File: src/rtl/core/clmh_ram.sv
module clmh_ram #(
	parameter int WIDTH = 8,
	parameter int DEPTH = 16
) (
	input  logic                     clk,
	input  logic                     we,
	input  logic [$clog2(DEPTH)-1:0] waddr,
	input  logic [WIDTH-1:0]         wdata,
	input  logic [$clog2(DEPTH)-1:0] raddr,
	output logic [WIDTH-1:0]         rdata
);

	logic [WIDTH-1:0] mem [DEPTH];

	always_ff @(posedge clk) begin
		if (we) begin
			mem[waddr] <= wdata;
		end
		rdata <= mem[raddr];
	end

endmodule

File: config.mk
export PLATFORM = sky130hd
export DESIGN_NAME = clmh_ram
export DESIGN_NICKNAME = d
export VERILOG_FILES = /design/src/rtl/core/clmh_ram.sv
export SDC_FILE = /design/constraint.sdc
export NUM_CORES = 1
export LEC_CHECK = 0
export BUFFER_PORTS_ARGS = -buffer_cell sky130_fd_sc_hd__buf_4
export CAP_MARGIN = 20
export CORE_MARGIN = 2
export CORE_UTILIZATION = 38
export DETAILED_ROUTE_END_ITERATION = 8
export PLACE_DENSITY = 0.66
export RECOVER_POWER = 50
export SYNTH_ARGS = -nofsm -noshare
export SYNTH_HDL_FRONTEND = slang
export SYNTH_SLANG_ARGS = --single-unit
export TNS_END_PERCENT = 20
File: constraint.sdc
create_clock -name clk -period 4.8 [get_ports clk]
set_clock_uncertainty 0.2 [all_clocks]
set_input_delay 0.24 -clock clk [delete_from_list [all_inputs] [get_ports clk]]
set_output_delay 0.24 -clock clk [all_outputs]
set_load 0.01 [all_outputs]
# Word-level counts from Yosys, hierarchy flattened
# Memories as Yosys holds them, arrays and structs flattened. A register that Yosys moved wholly into a read port is not among the register bits.
# Cells that the tools add are included.
[op_classes]
add_sub_neg = 0
mul = 0
n_div = 0
n_lt_le_gt_ge = 0
eq_ne = 0
shift = 0
n_mux = 2
bitwise_logic = 0
n_reduce_logical = 0
[op_table]
columns = ["operator", "count"]
rows = [
  ["1-bit two-way mux", 2],
]
[totals]
regBits = 0
latch_bits = 0
mem_bits_rw = 128
romBits = 0
in_bits = 18
mem_count = 1
[memory_table]
columns = ["memory", "depth", "word_bits", "rd", "rd_ports_with_merged_regs", "wr", "line_no", "source"]
rows = [
  ["mem", 16, 8, 1, 1, 1, "13", "logic [WIDTH-1:0] mem [DEPTH];"],
]

# Depth between registers and ports, before layout
[logic_depth]
word_depth = 2
mapped_depth = 5

# Worst setup path before layout
# OpenSTA, ideal clock, no wires.
[synth_timing]
path_kind = "in2reg"
start = "in waddr[2]"
end = "mem mem[0][0] (enable)"
setup_ps = 383
t_arrival_ps = 1350
required_time_ps = 4217
setup_slack_ps = 2867
cell_stages = 2
cell_sequence = "or3b_2 nor3_1"
[synth_rtl]
columns = ["item", "line_no", "source"]
rows = [
  ["start: declaration", "7", "input logic [$clog2(DEPTH)-1:0] waddr,"],
  ["end: declaration", "13", ""],
]
# Straight into the memory's write port.

# Final worst setup path
[layout_timing]
start = "in waddr[0]"
end = "mem mem[6][3] (enable)"
# Straight into the memory's write port.

==> results_dict.tcl <==
set metrics [dict create \
    synth_top_area_share_pct 74.7 \
    dr.first_iter.drc_count 228 \
    ant_nets 0 \
    required_ns 4.63 \
    max_cap_viol_count 0 \
    track_usage_pct 14.7 \
    cp-end-kind "flip-flop" \
    synthCells 229 \
    vdd_drop_max_uv 311 \
    synth_nets 247 \
    rr_startpoint "mem[11][6]" \
    holdCritPathClass "input pin to flip-flop" \
    nets 295 \
    fin_crit_sh_pct 42.5 \
    gp_congestion 0.716 \
    clock-sinks 136 \
    cts_made_buffers 17 \
    io_buffers 25 \
    cts_tree "done" \
    route.vias.total 2398 \
    clk_latency_ns 0.42 \
    avgSynthCellArea_um2 22.5 \
    antenna_found_initial 0 \
    met2_usage_pct 21.6 \
    final_layout_size_suffix_gt1_share_pct 22.1 \
    final_common_cell "edfxtp_1" \
    yosysSeqAreaShare_pct 77.8 \
    root_buffer "clkbuf_16" \
    timing.hold.ws_ns 0.154 \
    grt_pass1_vias 2411 \
    mostFrequentLayoutCells "edfxtp_1, mux4_2, clkbuf_16" \
    use_met3_pct 3.96 \
    startpoint "waddr[0]" \
    p_per_area_nw_per_um2 449 \
    setup_tns_ns 0 \
    area_growth_pct 19.0 \
    wire_per_inst_um 21.2 \
    core_area_um2 13200 \
    hold_start "waddr[1]" \
    post-place-ws_ns 2.49 \
    fin_ws_ns 2.76 \
    yosys_register_bits 136 \
    rsz0062_at_grt "no" \
    chipWidth_um 120 \
    dp_cells 423 \
    path_class "input pin to flip-flop" \
    slew_headroom_pct 36.3 \
    drt_pass1_iterations 4 \
    drc 0 \
    fin_crit_ns 2.04 \
    fp.dieH_um 120 \
    yosysTopAreaCell "edfxtp_1" \
    power_w 0.00275 \
    rows 42 \
    hold_viol 0 \
    clock.fmax_mhz 490 \
    ios 26 \
    arrival_ns 1.88 \
    drv_slew 0 \
    worst_setup_path_start_kind "input pin" \
    yosysUniqueCellTypes 19 \
    cts_buffer_depth 2 \
    dp_hpwl_mm 5.87 \
    routed_wirelength_mm 9.89 \
    start_util_pct 38.9 \
    grt_max_degree 33 \
    worstPathMaxFanout 8 \
    status "complete, no violations" \
    grt-ovfl-total 0 \
    grt_util_met1_pct 20.9 \
    leakagePower_nw 2.00 \
    grt_pass1_wl_mm 15.0 \
    worstMarginPinSlew_ns 0.951 \
    via_per_inst 5.15 \
    finalSetupViolations 0 \
    die-area_um2 14500 \
    grt_busiest_layer "met2" \
    clkTransAtPathRegs_ns 0.06 \
    htreeDepth 4 \
    synthTopCellsByArea "edfxtp_1, mux4_2, mux4_1" \
    antenna_cells 0 \
    synth_area_um2 5150 \
    final_cells 466 \
    fill_cells 1133 \
    postCtsSetupRepairBufs 0 \
    yosys_warnings 0 \
]
cell usage after synthesis:
cell             number
a22oi_1              16
and2_1                1
and2b_1               1
buf_2                 3
buf_4                 1
buf_6                 3
clkdlybuf4s25_2       3
dfxtp_1               8
edfxtp_1            128
mux4_1               14
mux4_2               18
nand2_1               9
nand2b_1              2
nand3_1               1
nand3b_1              2
nor2_1               13
nor2b_1               1
nor3_1                4
or3b_2                1
logic make-up (layout without fill, tap and decap cells):
kind of cell / Yosys count / after routing / synth area share, %
flip-flops: 136 / 136 / 77.8
AND/OR/NAND/NOR: 35 / 35 / 3.18
multiplexers: 32 / 32 / 15.0
AO/OA/AOI/OAI: 16 / 16 / 2.33
buffers and inverters: 10 / 71 / 1.68
worst max-delay path: stages:
cell	delay, ns
dlygate4sd3_1	0.53
buf_4	0.16
nand2b_1	0.20
nor2_1	0.74
report_power, final:
part	switching [W]	leakage (nW)	total [W]	internal, W
logic	0.0000736	0.497	0.000126	0.0000522
registers	0.00000734	1.22	0.00134	0.00133
clock network	0.000515	0.277	0.00129	0.000773
total	0.000596	2.00	0.00275	0.00215
routing by layer:
metal	vias up	part of all wire (%)
met5	-	0
li1	1070	-
met4	0	0.83
met3	9	6.9
met2	85	47
met1	1234	45
what timing repair did:
action,CTS,global route
gates resized for setup,0,0
endpoints found under the hold margin,128,1
hold buffers,8,2
worst paths after layout:
| check | slack [ns] | cells after the start | end |
|---|---|---|---|
| setup / recovery | 2.76 | 4 | mem[6][3] |
| setup reg to reg | 3.17 | 3 | rdata[6] |
| hold reg to reg | 0.47 | 3 | rdata[5] |
| hold / removal | 0.15 | 3 | mem[8][7] |
sequential cells by signal (all words and copies together), names as in the netlist:
register	flops
mem	128
rdata	8
layout make-up:
type                            count  area [µm²]  share of cell area (%)
Timing Repair Buffer               39         255                    4.17
Tap cell                          176         220                    3.59
Multi-Input combinational cell     83        1060                    17.3
Clock buffer                       17         425                    6.94
Clock inverter                     15         165                    2.70
Sequential cell                   136        4000                    65.3
per-stage QoR:
| stage | util, % | area (µm²) |
|---|---|---|
| floorplan | - | 5150 |
| global placement | 41.5 | 5490 |
| detailed placement | 41.5 | 5490 |
| CTS | 46.5 | 6160 |
| global route | 46.3 | 6130 |
| finish | 46.3 | 6130 |
(Power assumes the default switching activity.)
